<file path="src/hdl/rlt_pkg.sv">
package rlt_pkg;

	localparam int ACTION_W   = 2;
	localparam int REC_W      = 10;
	localparam int FIELD_TX_W = 16;
	localparam int STATUS_W   = 2;

	localparam logic [ACTION_W-1:0] ACT_ACQUIRE    = 2'd0;
	localparam logic [ACTION_W-1:0] ACT_RELEASE    = 2'd1;
	localparam logic [ACTION_W-1:0] ACT_RELEASE_TX = 2'd2;

	localparam logic [STATUS_W-1:0] ST_OK       = 2'd0;
	localparam logic [STATUS_W-1:0] ST_CONFLICT = 2'd1;
	localparam logic [STATUS_W-1:0] ST_RANGE    = 2'd2;

	typedef struct packed {
		logic in_ready;
		logic load_in;
		logic rd_port;
		logic rd_walk;
		logic ctr_clr;
		logic ctr_inc;
		logic wr_clear;
		logic eval_item;
		logic walk_done;
	} ctl_cmd_t;

	typedef struct packed {
		logic in_valid;
		logic in_walk;
		logic slot_free;
		logic ctr_last;
	} dp_sts_t;

endpackage

</file>
<file path="src/hdl/rlt_ctl.sv">
module rlt_ctl (
	input  logic             clk,
	input  logic             arst_n,
	input  rlt_pkg::dp_sts_t sts,
	output rlt_pkg::ctl_cmd_t cmd
);
	import rlt_pkg::*;

	localparam logic [2:0] S_CLR   = 3'd0;
	localparam logic [2:0] S_IDLE  = 3'd1;
	localparam logic [2:0] S_EVAL  = 3'd2;
	localparam logic [2:0] S_WALK  = 3'd3;
	localparam logic [2:0] S_WDONE = 3'd4;

	logic [2:0] state_q;
	logic [2:0] state_d;

	always_comb begin
		cmd     = '0;
		state_d = state_q;
		case (state_q)
			S_CLR: begin
				cmd.wr_clear = 1'b1;
				if (sts.ctr_last) begin
					cmd.ctr_clr = 1'b1;
					state_d     = S_IDLE;
				end else begin
					cmd.ctr_inc = 1'b1;
				end
			end
			S_IDLE: begin
				cmd.in_ready = 1'b1;
				if (sts.in_valid) begin
					cmd.load_in = 1'b1;
					cmd.rd_port = 1'b1;
					state_d     = sts.in_walk ? S_WALK : S_EVAL;
				end
			end
			S_EVAL: begin
				if (sts.slot_free) begin
					cmd.eval_item = 1'b1;
					state_d       = S_IDLE;
				end
			end
			S_WALK: begin
				cmd.rd_walk = 1'b1;
				if (sts.ctr_last) begin
					cmd.ctr_clr = 1'b1;
					state_d     = S_WDONE;
				end else begin
					cmd.ctr_inc = 1'b1;
				end
			end
			S_WDONE: begin
				if (sts.slot_free) begin
					cmd.walk_done = 1'b1;
					state_d       = S_IDLE;
				end
			end
			default: begin
				state_d = S_IDLE;
			end
		endcase
	end

	always_ff @(posedge clk or negedge arst_n) begin
		if (!arst_n) begin
			state_q <= S_CLR;
		end else begin
			state_q <= state_d;
		end
	end

	a_res_slot: assert property (@(posedge clk) disable iff (!arst_n)
		(cmd.eval_item || cmd.walk_done) |-> sts.slot_free)
		else $error("result loaded into a full output slot");

	a_one_at_a_time: assert property (@(posedge clk) disable iff (!arst_n)
		(cmd.in_ready && sts.in_valid) |=> !cmd.in_ready)
		else $error("transfer accepted while previous item in flight");

	a_sweep_full: assert property (@(posedge clk) disable iff (!arst_n)
		(state_q == S_CLR && !sts.ctr_last) |=> state_q == S_CLR)
		else $error("clearing pass left early");

endmodule

</file>
<file path="config.mk">
export PLATFORM = sky130hd
export DESIGN_NAME = rlt_ctl
export DESIGN_NICKNAME = d
export VERILOG_FILES = /design/src/hdl/rlt_pkg.sv /design/src/hdl/rlt_ctl.sv
export SDC_FILE = /design/constraint.sdc
export NUM_CORES = 1
export LEC_CHECK = 0
export BUFFER_PORTS_ARGS = -buffer_cell sky130_fd_sc_hd__buf_4
export CAP_MARGIN = 20
export CORE_AREA = 3 3 40 42
export CTS_BUF_LIST = sky130_fd_sc_hd__clkbuf_2 sky130_fd_sc_hd__clkbuf_4 sky130_fd_sc_hd__clkbuf_8
export CTS_CLUSTER_DIAMETER = 80
export CTS_CLUSTER_SIZE = 25
export DETAILED_ROUTE_END_ITERATION = 8
export DIE_AREA = 0 0 43 45
export PLACE_DENSITY_LB_ADDON = 0.08
export SLEW_MARGIN = 20
export SYNTH_ARGS = -nofsm -noshare
export SYNTH_HDL_FRONTEND = slang
export SYNTH_SLANG_ARGS = --single-unit
</file>
<file path="constraint.sdc">
create_clock -name clk -period 1.53 [get_ports clk]
set_input_delay 0.2295 -clock clk [delete_from_list [all_inputs] [get_ports clk]]
set_output_delay 0.2295 -clock clk [all_outputs]
set_load 0.005 [all_outputs]
</file>
# After elaboration in Yosys (flattened, before gate mapping)
# Cells that the tools add are included.
[word_totals]
rom_bits = 0
register_bits = 3
elab_cells = 29
memories = 0
latchBits = 0
input_bits = 6
out_inout_bits = 9
mem_bits_rw = 0
[op_classes]
shifts = 0
eq_ne = 8
n_reduce_logical = 4
n_mux = 16
bitwise_logic = 0
multipliers = 0
addsub = 0
n_div = 0
order_cmp = 0
[op_table]
columns = ["op", "n"]
rows = [
  ["$mux 3", 5],
  ["$pmux 3 s4", 1],
  ["$mux 1", 8],
  ["$eq 3x2->1 const B", 2],
  ["$ne 2x2->1 const B", 3],
  ["$mux 2", 2],
  ["$reduce_and 4->1", 1],
  ["$reduce_or 2->1", 2],
  ["$eq 3x1->1 const B", 1],
  ["$eq 3x3->1 const B", 1],
  ["$logic_not 3->1", 1],
  ["$ne 2x1->1 const B", 1],
]

# Longest topological paths before layout
[logic_depth]
word_depth = 4
mapped_depth = 4

# Least setup slack after synthesis
# No wires, ideal clock.
[synth_timing]
path_type = "reg-to-output"
start = "register state_q[1]"
end = "output cmd[7] (netlist bit)"
path_stages_with_launch = 5
arrival_ps = 971
n_path_buf = 2
setup_slack_ps = 330
required_time_ps = 1300
cell_sequence = "dfrtp_1 buf_6 nor3b_2 and2_1 buf_4"
[synth_lines]
columns = ["element", "line_no", "rtl"]
rows = [
  ["start: declaration", "rlt_ctl.sv:15", "logic [2:0] state_q;"],
  ["start signal: assignment", "rlt_ctl.sv:70", "state_q <= state_d;"],
  ["end: declaration", "rlt_ctl.sv:5", "output rlt_pkg::ctl_cmd_t cmd"],
]

==> results.rst <==
.. list-table::
   :header-rows: 1

   * - Metric
     - Value
   * - Relative area change from synthesis to final layout
     - 70.7%
   * - ANT cells
     - 0
   * - # nets final
     - 54
   * - Post-Place Cells
     - 53
   * - Required time at the worst-slack endpoint
     - 1300 ps
   * - Leakage power of the design
     - 0.207 nW
   * - Number of port buffers
     - 14
   * - Post-synth design cell area
     - 256 um2
   * - Ordered list of cells on the worst path
     - and3b_2 -> nor2_2 -> nor2b_1 -> buf_4
   * - Number of DRC violations after detailed routing
     - 0
   * - Area fraction of the dominant cell type after synthesis
     - 29.3%
   * - Worst Setup Slack post-DPL
     - 228 ps
   * - Antenna violations before repair
     - 0
   * - Root buffer selected by CTS
     - clkbuf_4
   * - Average size of a mapped cell
     - 9.50 um2
   * - Adder and majority cell fraction of the synthesized area
     - 0%
   * - Iteration-0 DRC count of the detailed router
     - 4
   * - Post-detailed-routing wire length
     - 714 um
   * - Max Buffers Root-to-Sink
     - 2
   * - Number of standard cells after synthesis
     - 27
   * - Die Y
     - 45 um
   * - Hold Path Class
     - in -> reg
   * - Post-detailed-placement half-perimeter wirelength
     - 479 um
   * - Max stage delay on crit path
     - 460 ps
   * - Fraction of the mapped netlist area in compound gates
     - 18.5%
   * - Final Total Pwr
     - 854 uW
   * - Wire length of the first global-routing pass
     - 1.15 mm
   * - Vias post-DR
     - 278
   * - Initial standard-cell utilization of the core
     - 20.0%
   * - Result of the run
     - finished, final reports clean
   * - Number of vias per cell
     - 4.48
   * - Final critical-path setup slack
     - 40.2 ps
   * - TritonCTS sink count
     - 3
   * - Core ar.
     - 0.00128 mm2
   * - Maximum number of pins on one net before global-route repair
     - 13
   * - Post-route clock period utilization
     - 97.4%
   * - Peak supply drop
     - 0.722 mV
   * - Type of the worst setup path
     - reg -> out
   * - Count of maximum capacitance violations
     - 0
   * - Die W
     - 43 um
   * - Standard-cell rows
     - 13
   * - Cell with the largest stage delay on the worst path
     - dfrtp_2
   * - Synth warnings
     - 0
   * - Share of synthesized area spent on multiplexers
     - 0%
   * - Number of failing setup endpoints in the final timing report
     - 0
   * - Clock insertion delay at the later pin of the skew report
     - 240 ps
   * - Crit. End Element
     - output port
   * - Fraction of layout cells with a size suffix above 1
     - 70.2%
   * - Cell Pwr Density
     - 1950 mW/mm2
   * - Cell Count, Final, Fillers Out
     - 62
   * - Number of flip-flops and latches in the synthesized netlist
     - 3
   * - Slew at the pin closest to its max-slew limit
     - 426 ps
   * - Fin. max-slew vios
     - 0
   * - Congestion Overflow GR
     - 0
   * - Setup Skew
     - 0.767 ps
   * - Avg WL per Cell
     - 11.5 um
   * - Via count of the first global-routing pass
     - 251
   * - Combinational family with the most area after synthesis
     - simple AND/OR/NAND/NOR gates
   * - Post-Syn Nets
     - 33
   * - Clock slew at the register clock pins of the worst setup and hold paths
     - 40 ps
   * - First-pass DRT Iterations
     - 4
   * - Setup_tns
     - 0 ps
   * - RSZ-0062 raised after global routing
     - true
   * - Final weighted congestion in routability-driven placement
     - 0.664
   * - Highest clock rate
     - 0.671 GHz
   * - Largest register FFs
     - 3
   * - Num CTS Buffers
     - 3
   * - Data arrival, critical path
     - 1260 ps
   * - Crit path max fanout
     - 9
   * - Share of the synthesized netlist area taken by xor and xnor gates
     - 0%
   * - Cell types occupying the most area after synthesis
     - dfrtp_1, buf_6, nor4b_1, a311oi_2, and4bb_2
   * - Fraction of the mapped netlist area in simple logic gates
     - 39.0%
   * - Library cells used by synthesis
     - 20
   * - Level count of the clock H-tree
     - 1
   * - Combined global-route utilization of all metal layers
     - 8.42%
   * - Overall die area
     - 0.00194 mm2
   * - Critical path startpoint category
     - flop
   * - Sequential element share of the synthesized area
     - 29.3%
   * - Antenna viol nets, final
     - 0
   * - Most flop-heavy register
     - state_q
   * - Clock tree from TritonCTS
     - built
   * - Post-route core utilization
     - 34.1%
   * - Largest registers in the final layout
     - state_q x3
   * - Number of hold violations in the final report
     - 0
   * - Crit path time final
     - 1490 ps
   * - Reg2Reg Setup Slack
     - 250 ps
   * - Cell type with the highest aggregate area in the netlist
     - dfrtp_1
   * - I/O pins
     - 15
   * - Worst max-slew margin expressed relative to the limit
     - 71.2%
cell usage after synthesis:
cell      number
a31oi_1        1
nor2b_1        1
nand2b_1       1
or2_4          1
o221ai_1       1
a21o_1         1
nor4b_1        2
and4bb_2       1
buf_6          2
nor3_1         1
dfrtp_1        3
nor2_1         2
a311oi_2       1
and2_1         1
buf_4          1
nand2_1        2
a21oi_1        2
nor3b_2        1
inv_1          1
and3b_2        1
where the power goes:
| group | internal, mW | switching, mW |
|---|---|---|
| Clock | 0.116 | 0.0459 |
| Combinational | 0.299 | 0.179 |
| Sequential | 0.123 | 0.0914 |
area by class of cell:
| class | instances | area (um2) |
|---|---|---|
| Clock buffer | 4 | 30.0 |
| Fill cell | 144 | 847 |
| Inverter | 1 | 3.75 |
| Multi-Input combinational cell | 20 | 161 |
| Sequential cell | 3 | 78.8 |
| Tap cell | 15 | 18.8 |
| Timing Repair Buffer | 19 | 145 |
layer usage:
| metal | share of wire [%] | up-vias | track usage [%] |
|---|---|---|---|
| li1 | - | 136 | - |
| met1 | 48 | 127 | 9.69 |
| met2 | 42 | 15 | 12.0 |
| met3 | 10 | 0 | 4.78 |
| met4 | 0 | 0 | 5.42 |
| met5 | 0 | - | 0 |
cell families after synthesis:
kind of cell	Yosys count
buf+inv	4
flops	3
compound gates	6
simple gates	14
worst paths after layout:
path                            cells after the start       start          to
max in group asynchronous                           2      arst_n  state_q[1]
worst min register to register                      1  state_q[2]  state_q[1]
worst min-delay path                                2      sts[0]  state_q[2]
worst max-delay path                                4  state_q[0]      cmd[4]
min in group asynchronous                           2      arst_n  state_q[2]
worst max register to register                      3  state_q[0]  state_q[0]
cell usage in the layout, fill, tap and decap left out, drive strengths merged:
cell type	n
a31oi	1
nor2b	1
inv	1
nor2	2
clkbuf	4
a311oi	1
o221ai	1
a21oi	2
and4bb	1
buf	18
nand2b	1
nor4b	2
nor3b	1
and3b	1
nand2	2
a21o	1
dlygate4sd3	1
and2	1
nor3	1
or2	1
dfrtp	3
timing repair:
| item | CTS | global route |
|---|---|---|
| buffers inserted | 1 | 3 |
| endpoints found under the hold margin | 3 | 0 |
| cloned | 0 | 0 |
| endpoints found under the setup margin | 3 | 3 |
| pin swaps | 0 | 1 |
| gates resized for setup | 4 | 2 |
| hold buffers | 1 | 0 |
through the flow:
stage          area, um2  hold slack, ps
2_1_floorplan        256           -66.1
3_3_place_gp         350            20.5
3_5_place_dp         350            20.5
4_1_cts              407             249
5_1_grt              438             260
6_report             438             253
critical path: cells and delay by family, from the launching register on:
family        cells  cell delay, ps
simple gates      3             430
buf+inv           1             130
flops             1             460
(Power assumes the default switching activity.)
